## src/design/srf_pkg.sv

```systemverilog
// ---------------------------------------------------------------------------
// srf_pkg
// Shared types and constants of the singleton relation filter.
// ---------------------------------------------------------------------------
package srf_pkg;

    localparam logic OP_COUNT = 1'b0;
    localparam logic OP_CHECK = 1'b1;

    localparam int QUEUE_DEPTH = 4;
    localparam int QPTR_W      = 2;

    typedef struct packed {
        logic        op;
        logic [15:0] ideal_index;
        logic        relation_end;
    } in_item_t;

    typedef struct packed {
        logic        keep;
        logic [16:0] distinct_ideals;
        logic [31:0] kept_relations;
    } result_item_t;

    typedef struct packed {
        logic     considered;
        in_item_t item;
    } q_entry_t;

    typedef struct packed {
        logic full;
        logic empty;
    } q_status_t;

    typedef enum logic [1:0] {
        BK_CLEAR,
        BK_FETCH,
        BK_EXEC
    } back_state_t;

endpackage

```

## src/design/srf_front.sv

```systemverilog
// ---------------------------------------------------------------------------
// srf_front
// Accepts items, holds the min_column register and marks each item as
// considered or ignored before it enters the queue.
// ---------------------------------------------------------------------------
module srf_front #(
    parameter int TABLE_DEPTH = 65536
) (
    input  logic              clk,
    input  logic              rst_n,
    input  logic              cfg_valid,
    output logic              cfg_ready,
    input  logic [15:0]       cfg_data,
    input  logic              item_valid,
    output logic              item_stall,
    input  srf_pkg::in_item_t item,
    input  logic              clearing,
    input  srf_pkg::q_status_t q_status,
    output logic              push,
    output srf_pkg::q_entry_t push_entry
);

    localparam logic [24:0] DEPTH_LIM = 25'(TABLE_DEPTH);

    logic [15:0] min_column_reg;
    logic [15:0] min_column_next;

    assign cfg_ready = 1'b1;

    always_comb
    begin
        min_column_next = min_column_reg;
        if (cfg_valid && cfg_ready)
        begin
            min_column_next = cfg_data;
        end
    end

    always_ff @(posedge clk or negedge rst_n)
    begin
        if (!rst_n)
        begin
            min_column_reg <= 16'd0;
        end
        else
        begin
            min_column_reg <= min_column_next;
        end
    end

    assign item_stall = clearing || q_status.full;
    assign push       = item_valid && !item_stall;

    always_comb
    begin
        push_entry.item       = item;
        push_entry.considered = (item.ideal_index >= min_column_reg)
                             && ({9'd0, item.ideal_index} < DEPTH_LIM);
    end

endmodule

```

## config.mk

```make
export PLATFORM = sky130hd
export DESIGN_NAME = srf_front
export DESIGN_NICKNAME = d
export VERILOG_FILES = /design/src/design/srf_pkg.sv /design/src/design/srf_front.sv
export SDC_FILE = /design/constraint.sdc
export NUM_CORES = 1
export LEC_CHECK = 0
export ABC_CLOCK_PERIOD_IN_PS = 1600
export BUFFER_PORTS_ARGS = -buffer_cell sky130_fd_sc_hd__buf_2
export CAP_MARGIN = 20
export CORE_MARGIN = 5
export CORE_UTILIZATION = 39
export DETAILED_ROUTE_END_ITERATION = 10
export PLACE_DENSITY = 0.79
export SLEW_MARGIN = 20
export SYNTH_ARGS = -nofsm -noshare
export SYNTH_HDL_FRONTEND = slang
export SYNTH_SLANG_ARGS = --single-unit
```

## constraint.sdc

```tcl
create_clock -name clk -period 1.6 [get_ports clk]
set_clock_uncertainty 0.15 [all_clocks]
set_input_delay 0.24 -clock clk [delete_from_list [all_inputs] [get_ports clk]]
set_output_delay 0.24 -clock clk [all_outputs]
set_load 0.1 [all_outputs]
```

* Word-level counts from Yosys, hierarchy flattened *
Cells that the tools add are included.

storage, ports and cells
  flip-flop bits (word level) = 16
  bits of input ports = 41
  output and inout bits = 22
  word-level logic and storage cells = 5

cells by class
  $lt $le $gt $ge = 1
  reductions and logical operators = 3

operators by type and width
  operator           count
  $ge 16x16->1       1
  $logic_and 1x1->1  1
  $logic_not 1->1    1
  $logic_or 1x1->1   1

* Longest topological paths before layout *
Gate-level depths: netlist of the first run.

  depth after elaboration = 3
  gate-level depth with buffers = 6
  mapped depth without buffers = 6

* Least setup slack after synthesis of the first run *
OpenSTA, ideal clock, no wires.

  kind = reg2out
  start = reg min_column_reg[11]
  end = out push_entry[18] (netlist name)
  data arrival time = 2.353 ns
  data required time = 1.210 ns
  path slack = -1.143 ns
  cell stages (with the launch flop) = 6
  buffers on the path = 0
  cells stage by stage = dfrtp_1 -> inv_1 -> ha_1 -> and4_1 -> a21oi_1 -> o211ai_1

RTL lines
  item                    line             text
  from (decl)             srf_front.sv:25  logic [15:0] min_column_reg;
  from (signal assigned)  srf_front.sv:47  min_column_reg <= min_column_next;
  to (decl)               srf_front.sv:20  output srf_pkg::q_entry_t push_entry

==> results of run 1 <==
kinds of logic after synthesis:
kind of cell    after synthesis  synth area share
buf+inv                      39            0.1951
simple gates                 29            0.1289
mux                           1           0.01009
compound gates               26            0.1244
flops                        16            0.3587
fa+ha+maj                    16            0.1794
other cells                   1          0.003360
worst max-delay path: cells and delay by family, from the launching register on:
kind / cells / cell delay (ns)
compound gates: 1 / 0.15
buf+inv: 2 / 0.31
simple gates: 3 / 0.71
flops: 1 / 0.33
fa+ha+maj: 1 / 0.30
per-stage QoR:
step                      area (µm²)  std cells  hold slack (ns)  setup WS (ns)
after detailed placement        1419        206          0.02013        -0.5178
after global placement          1419        206          0.01885        -0.4812
after global routing            1558        212         0.001811        -0.9584
after floorplan                 1126        128          -0.2056         -1.143
final                           1558        212          0.01227        -0.8906
after CTS                       1465        211         0.006821        -0.8410
metal layers:
metal / part of all wire / global-route usage / up-vias / routed length, µm
li1: - / - / 509 / -
met1: 0.42 / 0.1463 / 440 / 1019
met2: 0.47 / 0.1764 / 41 / 1151
met3: 0.11 / 0.04973 / 2 / 266
met4: 0.0025 / 0.03117 / 0 / 6
met5: 0 / 0 / - / 0
synth_stat cells (all sizes together):
master / number
nand4: 1
o211ai: 1
o21ai: 17
ha: 16
and4: 2
a2111oi: 1
nand3b: 1
a211oi: 1
dfrtp: 16
a21oi: 6
or2: 1
nor3: 1
or4: 1
mux2: 1
buf: 20
inv: 17
nand2: 18
nand2b: 1
conb: 1
clkbuf: 2
nor2: 3
final cells by class:
type | instances | area [µm²]
clock buffer | 4 | 36.28
timing repair buffer | 71 | 432.9
tap | 31 | 38.79
inverter | 17 | 63.81
fill | 255 | 1200
multi-input combinational | 73 | 585.6
sequential | 16 | 400.4
power by group:
group	internal, mW	switching (mW)
Sequential	0.440	0.0108
Clock	0.138	0.128
Combinational	0.203	0.375
worst max path at each step:
stage,start,end,slack [ns],depth (start not counted)
after detailed placement,min_column_reg[0],push_entry[18],-0.52,6
after global placement,item[10],push_entry[18],-0.48,7
final,min_column_reg[6],push_entry[18],-0.89,7
after global routing,min_column_reg[14],push_entry[18],-0.96,7
after CTS,min_column_reg[0],push_entry[18],-0.84,6
after floorplan,min_column_reg[11],push_entry[18],-1.14,5
timing repair:
action	in CTS	in global routing
endpoints found under the hold margin	16	1
resized for setup	0	11
endpoints found under the setup margin	1	1
pin swaps	0	1
hold buffers	1	1
==> out/metrics.cfg, run 1 <==
[status]
status=complete, but fails checks
violations=setup timing

[sta]
totalNegativeSetupSlack_ns=-0.8906
period_needed_ns=2.491
finalWorstSetupSlack_ns=-0.8906
hold_viol_final=0
slew_viol_final=0
rsz0062_at_grt=yes
setup-violations-final=1
fmax_mhz=401.5
fin_crit_sh=1.557

[route]
routed_wirelength_um=2443
antenna_left=0
vias=992
dr.first_iter.drc_count=35
drc=0
dr.pass1.iters=4
viasPerCell=4.679
drt-wirelength-per-cell_um=11.52

[setup_path]
crit_path_start_kind=flop
r2r_start=min_column_reg[0]
cp_max_fo=2
cp.required_ns=1.21
max_stage_delay_ns=0.40
critical_path.cell_chain=inv_1 > ha_1 > and4_2 > nand3b_1 > or4_1 > o211ai_1 > clkbuf_16
reg2reg_depth=1
critPathKind=reg2out
cp_slowest_cell=or4_1
reg2reg_setup_slack_ns=0.69
arrival_ns=2.10
reg2reg_to=min_column_reg[0]
end_kind=primary output

[min_path]
hold_class=in2reg
min_path_cells=3
holdPathEnd=min_column_reg[11]
min-delay-start=cfg_data[11]

[cts]
post-cts-setup-buffers=0
clock_sinks=16
numCtsBuffers=3
cts_tree=built
clockRootBuffer=clkbuf_4
htreeDepth=1
clk_path_buf_depth=2
clock_latency_ns=0.28
clk_pin_slew_ns=0.10

[global_route]
track_usage=0.1149
grt_max_degree=31
grt_pass1_wl_um=3843
antenna_found_initial=0
grt_overflow=0
grt_pass1_vias=926

[die]
fp.dieW_um=63.50
die_h_um=63.50
rows=19
start_util=0.4047
core_area_um2=2758
io_pins=63
die_area_um2=4032

[layout]
drive_gt1_frac=0.4862
utilization=0.5649
layout_commonest_cell=buf_2
syn2layout_area_growth_pct=39.57
diodes=0
num-nets-final=239
final_cell_mix=buf_2 (54), nand2_1 (18), dfrtp_1 (16), inv_1 (14), buf_4 (13)
largest_register_ffs=16

[placed_design]
portBuffers=56
gp_congestion=0.7505
dpl.hpwl_um=1902

[yosys]
yosys-top-cells-area=dfrtp_1 (36%), ha_1 (18%), buf_4 (13%)
synth_cells=128
yosysTopAreaCellShare=0.3587
yosys_register_bits=16
synth_area_um2=1116
ys_types=24
avgSynthCellArea_um2=8.719
synth_top_area_cell=dfrtp_1
yosysWarnings=0
ys_seq_area_frac=0.3587
synth_nets=185

[power_and_ir_drop]
vdd_drop_max_v=0.0006180
p_leak_nw=0.8211
finalPower_mw=1.294
p_per_area_nw_per_um2=830.9

[run]
drv_cap=0

Note: power is estimated with default switching activity, not from simulation.
==> run 2, diff against run 1 <==
Settings changed: CORE_ASPECT_RATIO from default to 0.7, CTS_CLUSTER_SIZE from default to 25.
==> run 2 against run 1 <==
Compared with the run above:
- combinational power is 4.0% lower
- setup slack better by 0.094 ns
- count of clock-buffer cells in the layout stayed put
- the run still ends with setup timing left
- sequential share of layout area is 0.33 points higher
- largest cell class unchanged
- sequential cell count stayed put
- non-clock buffer count is 4 lower
- via count is 1.9% lower
- highest routed layer unchanged
- sequential power hardly changed
- final area is 1.3% lower
- register-to-register slack hardly changed
- utilization is 0.83 points lower
==> out/metrics.cfg, run 2 (synthesis gave the netlist of run 1 again) <==
[layout]
largest_register_ffs=16  ; unchanged
num-nets-final=235  ; was 239
layoutNonFillerInstCount=213  ; was 212
diodes=0  ; unchanged
final_cell_mix=buf_2 (54), nand2_1 (18), inv_1 (16), dfrtp_1 (16)  ; was buf_2 (54), nand2_1 (18), dfrtp_1 (16), inv_1 (14), buf_4 (13)
drive_gt1_frac=0.4633  ; was 0.4862
syn2layout_area_growth_pct=37.78  ; was 39.57%
layout_commonest_cell=buf_2  ; unchanged
design_area_um2=1538  ; was 1558 µm²

[cts]
htreeDepth=1  ; unchanged
cts_tree=built  ; unchanged
clk_pin_slew_ns=0.06  ; was 0.10 ns
numCtsBuffers=3  ; unchanged
clk_path_buf_depth=2  ; unchanged
clock_latency_ns=0.25  ; was 0.28 ns
clock_sinks=16  ; unchanged
clockRootBuffer=clkbuf_8  ; was clkbuf_4

[route]
routed_wirelength_um=2280  ; was 2443 µm
drt-wirelength-per-cell_um=10.70  ; was 11.52 µm
viasPerCell=4.568  ; was 4.679
dr.pass1.iters=2  ; was 4
antenna_left=0  ; unchanged
drc=0  ; unchanged
vias=973  ; was 992
dr.first_iter.drc_count=11  ; was 35

[sta]
setup-violations-final=1  ; unchanged
rsz0062_at_grt=yes  ; unchanged
fmax_mhz=417.3  ; was 401.5 MHz
slew_viol_final=0  ; unchanged
hold_viol_final=0  ; unchanged
period_needed_ns=2.396  ; was 2.491 ns
fin_crit_sh=1.498  ; was 1.557
timing.hold.ws_ns=0.04368  ; was 0.01227 ns
totalNegativeSetupSlack_ns=-0.7965  ; was -0.8906 ns
finalWorstSetupSlack_ns=-0.7965  ; was -0.8906 ns

[power_and_ir_drop]
finalPower_mw=1.362  ; was 1.294 mW
vdd_drop_max_v=0.0005162  ; was 0.0006180 V
p_per_area_nw_per_um2=885.6  ; was 830.9 nW/µm²
p_leak_nw=0.8119  ; was 0.8211 nW

[setup_path]
critPathKind=reg2out  ; unchanged
reg2reg_setup_slack_ns=0.69  ; about the same
end_kind=primary output  ; unchanged
arrival_ns=2.01  ; was 2.10 ns
cp.required_ns=1.21  ; about the same
reg2reg_to=min_column_reg[10]  ; was min_column_reg[0]
cp_max_fo=2  ; unchanged
r2r_start=min_column_reg[10]  ; was min_column_reg[0]
reg2reg_depth=3  ; was 1
crit_path_start_kind=flop  ; unchanged

[global_route]
antenna_found_initial=0  ; unchanged
grt_overflow=0  ; unchanged
grt_max_degree=19  ; was 31
grt_pass1_vias=895  ; was 926
track_usage=0.1215  ; was 0.1149
grt_pass1_wl_um=3670  ; was 3843 µm

[placed_design]
dpl.hpwl_um=1869  ; was 1902 µm
gp_congestion=0.7905  ; was 0.7505
portBuffers=56  ; unchanged
dp_cells=208  ; was 206
place_area_um2=1403  ; was 1419 µm²

[die]
rows=16  ; was 19
die_area_um2=4049  ; was 4032 µm²
die_h_um=54.76  ; was 63.50 µm
core_area_um2=2763  ; was 2758 µm²
io_pins=63  ; unchanged
fp.dieW_um=73.94  ; was 63.50 µm
start_util=0.4040  ; was 0.4047

[min_path]
min_path_cells=3  ; unchanged
hold_class=in2reg  ; unchanged
holdPathEnd=min_column_reg[12]  ; was min_column_reg[11]
min-delay-start=cfg_data[12]  ; was cfg_data[11]

[run]
drv_cap=0  ; unchanged

[status]
status=complete, but fails checks  ; unchanged
violations=setup timing  ; unchanged

-- run 2: final cells by class --
| class | count | area [µm²] |
|---|---|---|
| fill | 268 | 1225 |
| multi-input combinational | 73 | 573.1 |
| sequential | 16 | 400.4 |
| timing repair buffer | 67 | 400.4 |
| inverter | 17 | 63.81 |
| clock buffer | 4 | 55.05 |
| tap | 36 | 45.04 |
-- run 2: metal layers --
metal | GRT usage | share of wire | up-vias
met1 | 0.1558 | 0.45 | 431
met4 | 0.03614 | 0.0083 | 0
met5 | 0 | 0 | -
li1 | - | - | 499
met3 | 0.05138 | 0.11 | 4
met2 | 0.1868 | 0.43 | 39
-- run 2: metrics by stage --
step / setup WS, ns / util
after global placement: -0.5274 / 0.5077
after detailed placement: -0.5138 / 0.5077
after floorplan: -1.143 / -
final: -0.7965 / 0.5566
after global routing: -0.9024 / 0.5566
after CTS: -0.7945 / 0.5313
-- run 2: worst max-delay path by stage --
stage	from	endpoint	slack [ns]	depth (start not counted)
floorplan	min_column_reg[11]	push_entry[18]	-1.14	5
global placement	item[14]	push_entry[18]	-0.53	7
detailed placement	min_column_reg[0]	push_entry[18]	-0.51	6
CTS	min_column_reg[0]	push_entry[18]	-0.79	6
global route	min_column_reg[0]	push_entry[18]	-0.90	6
finish	min_column_reg[0]	push_entry[18]	-0.80	6
-- run 2: power breakdown --
part | leakage, nW | internal [mW] | switching, mW | total, mW
sequential | 0.194 | 0.441 | 0.00932 | 0.450
clock | 0.0288 | 0.218 | 0.140 | 0.358
combinational | 0.589 | 0.188 | 0.365 | 0.554
total | 0.812 | 0.847 | 0.515 | 1.36
-- run 2: what timing repair did --
| item | 4_1_cts | 5_1_grt |
|---|---|---|
| pin swaps | 1 | 1 |
| hold buffers | 1 | 0 |
| setup endpoints to repair | 1 | 1 |
| endpoints found under the hold margin | 16 | 0 |
| setup buffers | 0 | 0 |
| gates resized for setup | 0 | 8 |
-- run 2: critical path, stage by stage (launching register included) --
cell       delay, ns
dfrtp_1         0.38
ha_1            0.27
nand2b_4        0.11
a2111oi_0       0.08
or4_1           0.53
o211ai_1        0.14
clkbuf_16       0.25
