`src/design/srf_pkg.sv`:
```
// ---------------------------------------------------------------------------
// srf_pkg
// Shared types and constants of the singleton relation filter.
// ---------------------------------------------------------------------------
package srf_pkg;

    localparam logic OP_COUNT = 1'b0;
    localparam logic OP_CHECK = 1'b1;

    localparam int QUEUE_DEPTH = 4;
    localparam int QPTR_W      = 2;

    typedef struct packed {
        logic        op;
        logic [15:0] ideal_index;
        logic        relation_end;
    } in_item_t;

    typedef struct packed {
        logic        keep;
        logic [16:0] distinct_ideals;
        logic [31:0] kept_relations;
    } result_item_t;

    typedef struct packed {
        logic     considered;
        in_item_t item;
    } q_entry_t;

    typedef struct packed {
        logic full;
        logic empty;
    } q_status_t;

    typedef enum logic [1:0] {
        BK_CLEAR,
        BK_FETCH,
        BK_EXEC
    } back_state_t;

endpackage

```
`src/design/srf_queue.sv`:
```
// ---------------------------------------------------------------------------
// srf_queue
// Short queue of classified items between the front and the back.
// ---------------------------------------------------------------------------
module srf_queue (
    input  logic               clk,
    input  logic               rst_n,
    input  logic               push,
    input  srf_pkg::q_entry_t  push_entry,
    input  logic               pop,
    output srf_pkg::q_entry_t  head,
    output srf_pkg::q_status_t q_status
);

    localparam logic [srf_pkg::QPTR_W:0] FULL_COUNT = (srf_pkg::QPTR_W + 1)'(srf_pkg::QUEUE_DEPTH);

    srf_pkg::q_entry_t entries_reg [srf_pkg::QUEUE_DEPTH];

    logic [srf_pkg::QPTR_W-1:0] wr_ptr_reg;
    logic [srf_pkg::QPTR_W-1:0] wr_ptr_next;
    logic [srf_pkg::QPTR_W-1:0] rd_ptr_reg;
    logic [srf_pkg::QPTR_W-1:0] rd_ptr_next;
    logic [srf_pkg::QPTR_W:0]   count_reg;
    logic [srf_pkg::QPTR_W:0]   count_next;
    logic                       do_push;
    logic                       do_pop;

    assign q_status.full  = (count_reg == FULL_COUNT);
    assign q_status.empty = (count_reg == '0);
    assign do_push        = push && !q_status.full;
    assign do_pop         = pop && !q_status.empty;
    assign head           = entries_reg[rd_ptr_reg];

    always_comb
    begin
        wr_ptr_next = wr_ptr_reg;
        rd_ptr_next = rd_ptr_reg;
        count_next  = count_reg;
        if (do_push)
        begin
            wr_ptr_next = wr_ptr_reg + 1'b1;
        end
        if (do_pop)
        begin
            rd_ptr_next = rd_ptr_reg + 1'b1;
        end
        if (do_push && !do_pop)
        begin
            count_next = count_reg + 1'b1;
        end
        else if (do_pop && !do_push)
        begin
            count_next = count_reg - 1'b1;
        end
    end

    always_ff @(posedge clk or negedge rst_n)
    begin
        if (!rst_n)
        begin
            wr_ptr_reg <= '0;
            rd_ptr_reg <= '0;
            count_reg  <= '0;
        end
        else
        begin
            wr_ptr_reg <= wr_ptr_next;
            rd_ptr_reg <= rd_ptr_next;
            count_reg  <= count_next;
        end
    end

    always_ff @(posedge clk)
    begin
        if (do_push)
        begin
            entries_reg[wr_ptr_reg] <= push_entry;
        end
    end

endmodule

```
`config.mk`:
```
export PLATFORM = sky130hd
export DESIGN_NAME = srf_queue
export DESIGN_NICKNAME = d
export VERILOG_FILES = /design/src/design/srf_pkg.sv /design/src/design/srf_queue.sv
export SDC_FILE = /design/constraint.sdc
export NUM_CORES = 1
export LEC_CHECK = 0
export ABC_AREA = 1
export ABC_CLOCK_PERIOD_IN_PS = 2000
export BUFFER_PORTS_ARGS = -buffer_cell sky130_fd_sc_hd__buf_2
export CAP_MARGIN = 40
export CORE_MARGIN = 1.5
export CORE_UTILIZATION = 52
export CTS_BUF_LIST = sky130_fd_sc_hd__clkbuf_16
export DETAILED_ROUTE_END_ITERATION = 12
export GPL_TIMING_DRIVEN = 0
export PLACE_DENSITY = 0.76
export SLEW_MARGIN = 20
export SYNTH_ARGS = -nofsm -noshare
export SYNTH_HDL_FRONTEND = slang
export SYNTH_SLANG_ARGS = --single-unit
```
`constraint.sdc`:
```
create_clock -name clk -period 2 [get_ports clk]
set_input_delay 0.2 -clock clk [delete_from_list [all_inputs] [get_ports clk]]
set_output_delay 0.2 -clock clk [all_outputs]
set_load 0.05 [all_outputs]
```
# Word-level counts from Yosys, hierarchy flattened
# Memories as Yosys holds them, arrays and structs flattened.
# Index checks and enable logic that the tools add are counted.
dict set report classes {
  n_addsub 4
  eq_ne 1
  n_mux 4
  n_reduce_logical 10
}
# cell count
set op_table {}
lappend op_table {{3-bit 2-to-1 mux} 2}
lappend op_table {{2-bit by 1-bit adder with 2-bit output (second input constant)} 2}
lappend op_table {{1-bit logical AND} 4}
lappend op_table {{1-bit logical NOT} 4}
lappend op_table {{3-bit by 1-bit adder with 3-bit output (second input constant)} 1}
lappend op_table {{3-bit == test (second input constant)} 1}
lappend op_table {{3-bit logical NOT} 1}
lappend op_table {{3-bit by 1-bit subtractor with 3-bit output (second input constant)} 1}
lappend op_table {{1-bit 2-to-1 mux} 2}
lappend op_table {{2-bit nonzero test} 1}
dict set report totals {
  regBits 7
  ramBits 76
  in_bits 23
  out_inout_bits 21
  word_cells 23
  memories 1
}
# name depth word_bits rd rd_clocked_by_memory_dff write_ports line
set mem_list {}
lappend mem_list {entries_reg 4 19 1 0 1 srf_queue.sv:17} ;# srf_pkg::q_entry_t entries_reg [srf_pkg::QUEUE_DEPTH];

# Longest topological paths before layout
# Gate-level depths: netlist (run 1).
dict set report depth {
  depth_word 7
  ltp_mapped 12
  ltp_nobuf 12
}

# Least setup slack after synthesis (run 1)
# Ideal clock, no wire load.
dict set report synth_path {
  path_type {reg-to-reg}
  startpoint {reg count_reg[0] (netlist name)}
  endpoint {mem entries_reg[0][0] (netlist name) (enable)}
  setup_time_ns 0.395
  t_arrival_ns 1.536
  required_time_ns 1.605
  path_slack_ns 0.069
  path_stages_with_launch 5
  path_buffers 0
  period_less_slack_ns 1.931
  path_cell_list {dfrtp_1 > inv_2 > nand3_1 > nand2_1 > nor2_1}
}
dict set report synth_between {
  elab_chain_len 5
}
# item line
set synth_lines {}
lappend synth_lines {{start: declaration} srf_queue.sv:23} ;# logic [srf_pkg::QPTR_W:0] count_reg;
lappend synth_lines {{start signal: assignment} srf_queue.sv:69} ;# count_reg <= count_next;
lappend synth_lines {{3-bit == test} srf_queue.sv:28} ;# assign q_status.full = (count_reg == FULL_COUNT);
lappend synth_lines {{1-bit logical NOT} srf_queue.sv:30} ;# assign do_push = push && !q_status.full;
lappend synth_lines {{1-bit logical AND} srf_queue.sv:30}
lappend synth_lines {{1-bit 2-to-1 mux} srf_queue.sv:75} ;# if (do_push)
lappend synth_lines {{1-bit 2-to-1 mux (not written as such)} srf_queue.sv:77} ;# entries_reg[wr_ptr_reg] <= push_entry;
lappend synth_lines {{end: declaration} srf_queue.sv:17}
# Every way passes these cells.

==> impl_metrics.tcl, run 1 <==
set metrics [dict create \
    min_from "push_entry[7]" \
    hold_class "input pin to flop" \
    ant_nets 0 \
    antenna_found_initial 0 \
    grt_usage_pct 20.03 \
    place_congestion 0.7551 \
    synth.yosys.warnings 0 \
    fin_setup_tns_ps 0 \
    post_cts_buffers 0 \
    die_x_um 85.73 \
    critical_path_arrival_ps 1640 \
    multi_input_area_um2 844.6 \
    drv_cap 0 \
    placed_cell_area_mm2 0.003930 \
    synthMostInstantiatedCell "edfxtp_1" \
    wl_mm 6.724 \
    rsz0062_at_grt "false" \
    diodes 0 \
    critPathKind "flop to primary output" \
    ctsHtreeMaxLevel 3 \
    rows 29 \
    fin_nets 370 \
    path_clk_slew_ps 60 \
    fin_skew_ps 4.325 \
    period_needed_ps 1845 \
    fill_cells 477 \
    hold_depth 1 \
    hold_viol_final 0 \
    cts_root_buffer "clkbuf_16" \
    worstMarginPinSlew_ps 687.4 \
    largest_reg_flops 76 \
    io_pins 44 \
    clock-sinks 83 \
    setup_viol 0 \
    grt_overflow 0 \
    ff_latch_area_mm2 0.002457 \
    cp_max_fo 10 \
    whs_endpoint "entries_reg[0][7]" \
    ys_seq_elements 83 \
    routed_via_density 5.144 \
    firstDrtPassIters 4 \
    slew_viol_final 0 \
    drc 0 \
    mappedNetlistNets 312 \
    area_delta_synth_final_pct 19.41 \
    syn_inst 283 \
    avgSynthCellArea_um2 12.57 \
    period_share_pct 92.24 \
    synth_common_cells "edfxtp_1 (76), nand2_1 (75), inv_1 (52)" \
    start_util_pct 54.79 \
    wire_per_inst_um 15.90 \
    yosysSeqAreaShare_pct 69.06 \
    ff2ff_setup_slack_ps 190 \
    slew_headroom_pct 54.13 \
    grt_start_max_net_pins 20 \
    netlist_area_mm2 0.003558 \
    ir_worst_vdd_mv 0.7513 \
    cp_data_required_time_ps 1800 \
    cts_made_buffers 9 \
    clock_path_buffers 2 \
    power_leakage_nw 1.851 \
    cp-start-kind "flop" \
    r2r-end "count_reg[2]" \
    synth_edf_count 76 \
    powerDensity_mw_per_mm2 1732 \
    grt_pass1_vias 2126 \
    cts_tree "built" \
    worstSkewPairLatency_ps 330 \
    yosysTopAreaCell "edfxtp_1" \
    synth.distinct_cells 18 \
    initialDrtViolationCount 89 \
    synth_area_leaders "edfxtp_1 (64%), nand2_1 (7.9%), o211ai_2 (6.7%)" \
    ys.flop_type "edfxtp_1" \
    num_vias 2176 \
    die-area_mm2 0.007349 \
    synth_top_area_share_pct 64.14 \
    r2r_cells 10 \
    dp_hpwl_mm 4.268 \
    stdcell_area_mm2 0.004249 \
    coreArea_mm2 0.006495 \
    r2r-start "count_reg[0]" \
    async_reset_ff_share_pct 8.434 \
    io_buffers 43 \
    grt_pass1_wl_mm 10.67 \
    crit_path_end_kind "primary output" \
    status "complete, no violations" \
    die_h_um 85.73 \
    drive_gt1_share_pct 29.19 \
    fmax_mhz 542.1 \
]
==> cells in the final DEF (no fill, tap or decap), drive strengths merged, types with 3 or more instances in the layout <==
cell type	n
buf	57
clkbuf	10
clkinv	3
dfrtp	7
edfxtp	76
ha	5
inv	57
nand2	75
nand3	7
nor2	4
o211ai	38
==> metal layers <==
layer	routed length [um]	GRT usage, %	up-vias	part of all wire [%]
li1	-	-	1076	-
met1	2779	23.81	1031	41
met2	3510	35.86	58	52
met3	290	3.272	11	4.3
met4	144	8.944	0	2.1
met5	0	0	-	0
==> metrics by stage <==
stage               util [%]  hold WS, ps  total power [mW]  std cells  worst slack, ps
floorplan                  -       -95.59             4.937        283            69.00
global placement       59.58        45.81             5.644        403           -692.8
detailed placement     60.51        54.27             5.788        406           -4.251
CTS                    65.21        76.29             7.405        423            87.77
global route           65.42        83.42             7.750        423            29.64
finish                 65.42        84.13             7.358        423            155.3
==> worst max-delay path, stage by stage (launching register included) <==
cell	delay (ps)
dfrtp_1	410
inv_2	110
buf_6	160
buf_6	180
o211ai_2	80
nand2_1	100
buf_2	270
==> logic make-up after synthesis <==
group	count (synthesis)	share of synthesized area (%)
compound gates	39	10.83
simple gates	87	9.494
buf+inv	67	8.052
xor+xnor	1	0.2462
flops	83	69.06
fa+ha+maj	6	2.321
==> worst max path at each step <==
| stage | from | end | slack, ps | cells past startpoint |
|---|---|---|---|---|
| after floorplan | count_reg[0] | entries_reg[0][0] | 70 | 4 |
| after global placement | count_reg[0] | entries_reg[0][8] | -690 | 4 |
| after detailed placement | count_reg[0] | count_reg[1] | -4 | 9 |
| after CTS | count_reg[0] | entries_reg[1][1] | 90 | 5 |
| after global routing | count_reg[0] | count_reg[2] | 30 | 11 |
| final | rd_ptr_reg[0] | head[2] | 160 | 6 |
==> report_power, final <==
part           internal [mW]  switching (mW)  leakage [nW]
registers               2.30           0.145         0.781
clock network          0.961           0.627         0.145
logic                  0.874            2.45         0.925
==> final cells by class <==
type | instances | area share, %
Sequential cell | 83 | 57.83
Multi-Input combinational cell | 133 | 19.88
Timing Repair Buffer | 47 | 6.360
Inverter | 55 | 4.859
Tap cell | 77 | 2.267
Clock inverter | 7 | 1.590
Clock buffer | 9 | 5.300
Buffer | 12 | 1.914
==> what timing repair did <==
action                                  CTS  global route
endpoints found under the setup margin    2            14
gates resized for setup                   1             4
hold endpoints to repair                  7             0
hold buffers                              1             0
(Power assumes the default switching activity.)
==> run 2, diff against run 1 <==
--- a/config.mk
+++ b/config.mk
@@ -5,16 +5,15 @@
 export SDC_FILE = /design/constraint.sdc
 export NUM_CORES = 1
 export LEC_CHECK = 0
-export ABC_AREA = 1
 export ABC_CLOCK_PERIOD_IN_PS = 2000
 export BUFFER_PORTS_ARGS = -buffer_cell sky130_fd_sc_hd__buf_2
 export CAP_MARGIN = 40
 export CORE_MARGIN = 1.5
-export CORE_UTILIZATION = 52
+export CORE_UTILIZATION = 51
 export CTS_BUF_LIST = sky130_fd_sc_hd__clkbuf_16
 export DETAILED_ROUTE_END_ITERATION = 12
 export GPL_TIMING_DRIVEN = 0
-export PLACE_DENSITY = 0.76
+export PLACE_DENSITY = 0.75
 export SLEW_MARGIN = 20
 export SYNTH_ARGS = -nofsm -noshare
 export SYNTH_HDL_FRONTEND = slang
==> impl_metrics.tcl, run 2 <==
set metrics [dict create \
    start_util_pct 53.05 \
    clock-sinks 83 \
    slew_headroom_pct 62.88 \
    dp_cells 257 \
    stdcell_area_mm2 0.003974 \
    antenna_found_initial 0 \
    ys_seq_elements 83 \
    area_delta_synth_final_pct 25.78 \
    placed_cell_area_mm2 0.003547 \
    die_h_um 81.71 \
    cts_tree "built" \
    synth_common_cells "edfxtp_1 (76), mux4_2 (19), dfrtp_1 (7)" \
    io_buffers 43 \
    cp-start-kind "flop" \
    io_pins 44 \
    initialDrtViolationCount 78 \
    fin_skew_ps 4.107 \
    num_vias 1502 \
    crit_path_end_kind "flop" \
    drv_cap 0 \
    worstMarginPinSlew_ps 556.8 \
    cp_max_fo 3 \
    drive_gt1_share_pct 49.76 \
    mappedNetlistNets 164 \
    setup_viol 0 \
    diodes 0 \
    grt_overflow 0 \
    period_share_pct 99.50 \
    largest_reg_flops 76 \
    ir_worst_vdd_mv 0.9498 \
    cts_made_buffers 9 \
    fmax_mhz 502.5 \
    period_needed_ps 1990 \
    yosysSeqAreaShare_pct 77.78 \
    grt_pass1_vias 1629 \
    fin_nets 229 \
    hold_viol_final 0 \
    async_reset_ff_share_pct 8.434 \
    critical_path_arrival_ps 2240 \
    worstSkewPairLatency_ps 330 \
    ctsHtreeMaxLevel 3 \
    synthMostInstantiatedCell "edfxtp_1" \
    wire_per_inst_um 19.05 \
    rows 28 \
    rsz0062_at_grt "true" \
    netlist_area_mm2 0.003159 \
    routed_via_density 5.364 \
    powerDensity_mw_per_mm2 1779 \
    grt_start_max_net_pins 14 \
    ant_nets 0 \
    cp_data_required_time_ps 2250 \
    dp_hpwl_mm 3.590 \
    path_clk_slew_ps 60 \
    power_leakage_nw 1.451 \
    wl_mm 5.334 \
    mostFrequentLayoutCells "edfxtp_1 (76), buf_2 (44), mux4_2 (19), clkbuf_16 (9)" \
    place_congestion 0.7106 \
    crit_buf_inv 1 \
    critPathMaxStageDelay_ps 410 \
    synth_edf_count 76 \
    clock_path_buffers 2 \
    ys.flop_type "edfxtp_1" \
    status "complete, no violations" \
    drc 0 \
    stdcell_count 280 \
    syn_inst 135 \
    hold_class "input pin to flop" \
    synth.distinct_cells 21 \
    critPathSlowestCell "or3_4" \
    path_cells "or3_4, nand2_4, ha_4, inv_2, fa_2, xor2_2, nor2_2, xor2_1" \
    avgSynthCellArea_um2 23.40 \
    final_common_cell "edfxtp_1" \
    synth_area_leaders "edfxtp_1 (72%), mux4_2 (14%), dfrtp_1 (5.5%)" \
    synth.yosys.warnings 0 \
    die-area_mm2 0.006676 \
    synth_top_area_share_pct 72.24 \
    grt_usage_pct 18.13 \
    grt_pass1_wl_mm 8.086 \
    slew_viol_final 0 \
    critPathKind "flop to flop" \
    coreArea_mm2 0.005956 \
    die_x_um 81.71 \
    path_delay_family "simple AND/OR/NAND/NOR gates" \
    yosysTopAreaCell "edfxtp_1" \
    firstDrtPassIters 4 \
    cts_root_buffer "clkbuf_16" \
]
## run 2: cell count changes after synthesis, moves of 4 or more
cell / delta
nand2_1: -74
inv_1: -48
mux4_2: +19
o211ai_1: -19
o211ai_2: -19
buf_2: -6
nand3_1: -6
and2_1: +4
## run 2: area by class of cell
class	instances	area (um^2)
sequential	83	2460
fill	386	1982
multi-input combinational	43	695.7
timing repair buffer	54	334.1
clock buffer	9	225.2
clock inverter	7	106.4
tap	75	93.84
buffer	5	43.79
inverter	4	15.01
## run 2: cells by family after synthesis
logic type / count (synthesis) / synth area share (%)
buffers and inverters: 9 / 1.584
and+or+nand+nor: 10 / 1.980
DFF: 83 / 77.78
adders and majority gates: 6 / 2.614
muxes: 21 / 14.38
xor gates and xnor gates: 6 / 1.663
## run 2: metrics by stage
| step | power (mW) | hold slack, ps | util [%] | TNS, ps | worst slack [ps] |
|---|---|---|---|---|---|
| detailed placement | 5.173 | 42.46 | 59.56 | -288.5 | -181.2 |
| global placement | 4.969 | 33.11 | 58.55 | -562.8 | -51.94 |
| CTS | 7.044 | 67.92 | 65.82 | -14.10 | -14.10 |
| finish | 7.068 | 80.59 | 66.72 | 0 | 10.09 |
| floorplan | 4.517 | -95.59 | - | -207.1 | -186.5 |
| global route | 7.360 | 69.38 | 66.72 | -123.8 | -73.57 |
## run 2: layer usage
metal	up-vias	track usage, %	share of wire [%]
li1	674	-	-
met1	779	20.56	40
met2	39	30.33	54
met3	10	5.222	4.1
met4	0	11.19	2.5
met5	-	0	0
## run 2: worst reg2reg max path, stage by stage (launching register included)
cell and delay, ps:
dfrtp_2 400, or3_4 410, nand2_4 90, ha_4 140, inv_2 40, fa_2 370, xor2_2 170, nor2_2 120
xor2_1 170
## run 2: path summary, 6_finish.rpt
| kind | start | to | slack, ps | cells past startpoint |
|---|---|---|---|---|
| setup / recovery | count_reg[1] | count_reg[2] | 10 | 8 |
| hold / removal | push_entry[15] | entries_reg[1][15] | 80 | 1 |
| setup reg to reg | count_reg[1] | count_reg[2] | 10 | 8 |
| hold reg to reg | count_reg[0] | count_reg[0] | 610 | 2 |
| max in group asynchronous | rst_n | count_reg[0] | 1610 | 2 |
| min in group asynchronous | rst_n | count_reg[2] | 220 | 2 |
## run 2: what timing repair did
action | CTS | global route
pin swaps | 0 | 8
gates cloned | 0 | 0
endpoints found under the hold margin | 7 | 0
resized for setup | 6 | 6
hold buffers | 1 | 0
setup buffers | 2 | 4
endpoints found under the setup margin | 11 | 15
## run 2: power breakdown
part / internal, mW / switching [mW] / leakage, nW
registers: 2.32 / 0.123 / 0.776
clock network: 1.20 / 0.605 / 0.162
logic: 1.01 / 1.81 / 0.513
==> run 3, diff against run 2 <==
--- a/config.mk
+++ b/config.mk
@@ -14,6 +14,7 @@
 export DETAILED_ROUTE_END_ITERATION = 12
 export GPL_TIMING_DRIVEN = 0
 export PLACE_DENSITY = 0.75
+export SETUP_SLACK_MARGIN = 0.4
 export SLEW_MARGIN = 20
 export SYNTH_ARGS = -nofsm -noshare
 export SYNTH_HDL_FRONTEND = slang
==> impl_metrics.tcl, run 3 (synthesized netlist as in run 2, its figures left out) <==
set metrics [dict create \
    worstMarginPinSlew_ps 288.4 \
    ir_worst_vdd_mv 1.108 \
    fin_nets 258 \
    period_share_pct 98.29 \
    critPathKind "flop to flop" \
    clock-sinks 83 \
    slew_headroom_pct 80.77 \
    start_util_pct 53.05 \
    fin_ws_ps 34.23 \
    status "complete, no violations" \
    cp_data_required_time_ps 2220 \
    crit_path_end_kind "flop" \
    ctsHtreeMaxLevel 3 \
    holdWs_ps 82.22 \
    power_leakage_nw 1.727 \
    die_x_um 81.71 \
    fin_skew_ps 7.633 \
    drv_cap 0 \
    die-area_mm2 0.006676 \
    path_clk_slew_ps 60 \
    grt_usage_pct 21.76 \
    area_delta_synth_final_pct 46.02 \
    rsz0062_at_grt "true" \
    firstDrtPassIters 4 \
    cp-start-kind "flop" \
    diodes 0 \
    slew_viol_final 0 \
    drive_gt1_share_pct 58.97 \
    antenna_found_initial 0 \
    io_pins 44 \
    dp_cells 253 \
    final_common_cell "edfxtp_1" \
    dp_hpwl_mm 3.390 \
    setup_viol 0 \
    coreArea_mm2 0.005956 \
    grt_pass1_wl_mm 9.604 \
    powerDensity_mw_per_mm2 1810 \
    critical_path_arrival_ps 2190 \
    drc 0 \
    post-place-ws_ps -129.2 \
    io_buffers 43 \
    cts_made_buffers 9 \
    worstSkewPairLatency_ps 340 \
    period_needed_ps 1966 \
    rows 28 \
    fmax_mhz 508.7 \
    ant_nets 0 \
    grt_start_max_net_pins 15 \
    stdcell_count 309 \
    routed_via_density 5.531 \
    cts_root_buffer "clkbuf_16" \
    grt_overflow 0 \
    cp_max_fo 2 \
    place_congestion 0.7199 \
    largest_reg_flops 76 \
    wire_per_inst_um 21.93 \
    wl_mm 6.777 \
    cts_tree "built" \
    grt_pass1_vias 1777 \
    clock_path_buffers 2 \
    initialDrtViolationCount 72 \
    mostFrequentLayoutCells "edfxtp_1 (76), buf_6 (30), buf_2 (23), mux4_2 (19)" \
    hold_viol_final 0 \
    hold_class "input pin to flop" \
    die_h_um 81.71 \
    ff2ff_setup_slack_ps 30 \
    num_vias 1709 \
]
==> run 3: layer usage <==
metal | vias to the layer above | track usage [%] | part of all wire (%)
met5 | - | 0 | 0
met2 | 47 | 37.11 | 54
li1 | 741 | - | -
met3 | 13 | 6.333 | 3.5
met1 | 908 | 25.00 | 39
met4 | 0 | 11.19 | 2.9
==> run 3: path summary, 6_finish.rpt <==
kind,endpoint,start,cells past startpoint
max,count_reg[1],count_reg[1],8
min,entries_reg[2][1],push_entry[1],1
max reg2reg,count_reg[1],count_reg[1],8
min reg2reg,count_reg[2],count_reg[2],1
max in group asynchronous,rd_ptr_reg[0],rst_n,2
min in group asynchronous,count_reg[1],rst_n,2
==> run 3: per-stage QoR <==
stage	total power, mW	util [%]	setup TNS [ps]	cell area [um^2]
after global placement	4.968	58.63	-50.16	3492
after floorplan	4.519	-	-206.9	3183
after CTS	8.023	75.15	0	4476
after global routing	8.648	77.46	-11.84	4613
after detailed placement	5.079	58.63	-182.9	3492
final	8.348	77.46	0	4613
==> run 3: report_power, final <==
part	switching [mW]	leakage (nW)	internal, mW
logic	2.10	0.803	2.04
registers	0.150	0.775	2.33
clock network	0.648	0.149	1.09
total	2.90	1.73	5.45
==> run 3: area by class of cell <==
cell class,count,area [um^2]
inverter,4,15.01
sequential,83,2461
fill,318,1343
timing repair buffer,83,962.2
tap,75,93.84
multi-input combinational,43,701.9
clock inverter,7,92.59
buffer,5,61.31
clock buffer,9,225.2
==> run 3: timing repair <==
item,CTS,global route
cloned,6,1
hold buffers,1,0
setup endpoints to repair,98,100
gates resized for setup,69,21
pin swaps,9,3
endpoints found under the hold margin,7,0
buffers inserted,26,6
==> run 3: worst max-delay path: stages (launching register included) <==
cell and delay [ps]:
dfrtp_2 420, buf_6 130, nor3b_4 220, nor2b_2 70, buf_6 120, ha_4 150
inv_2 50, fa_2 420, mux2_4 270
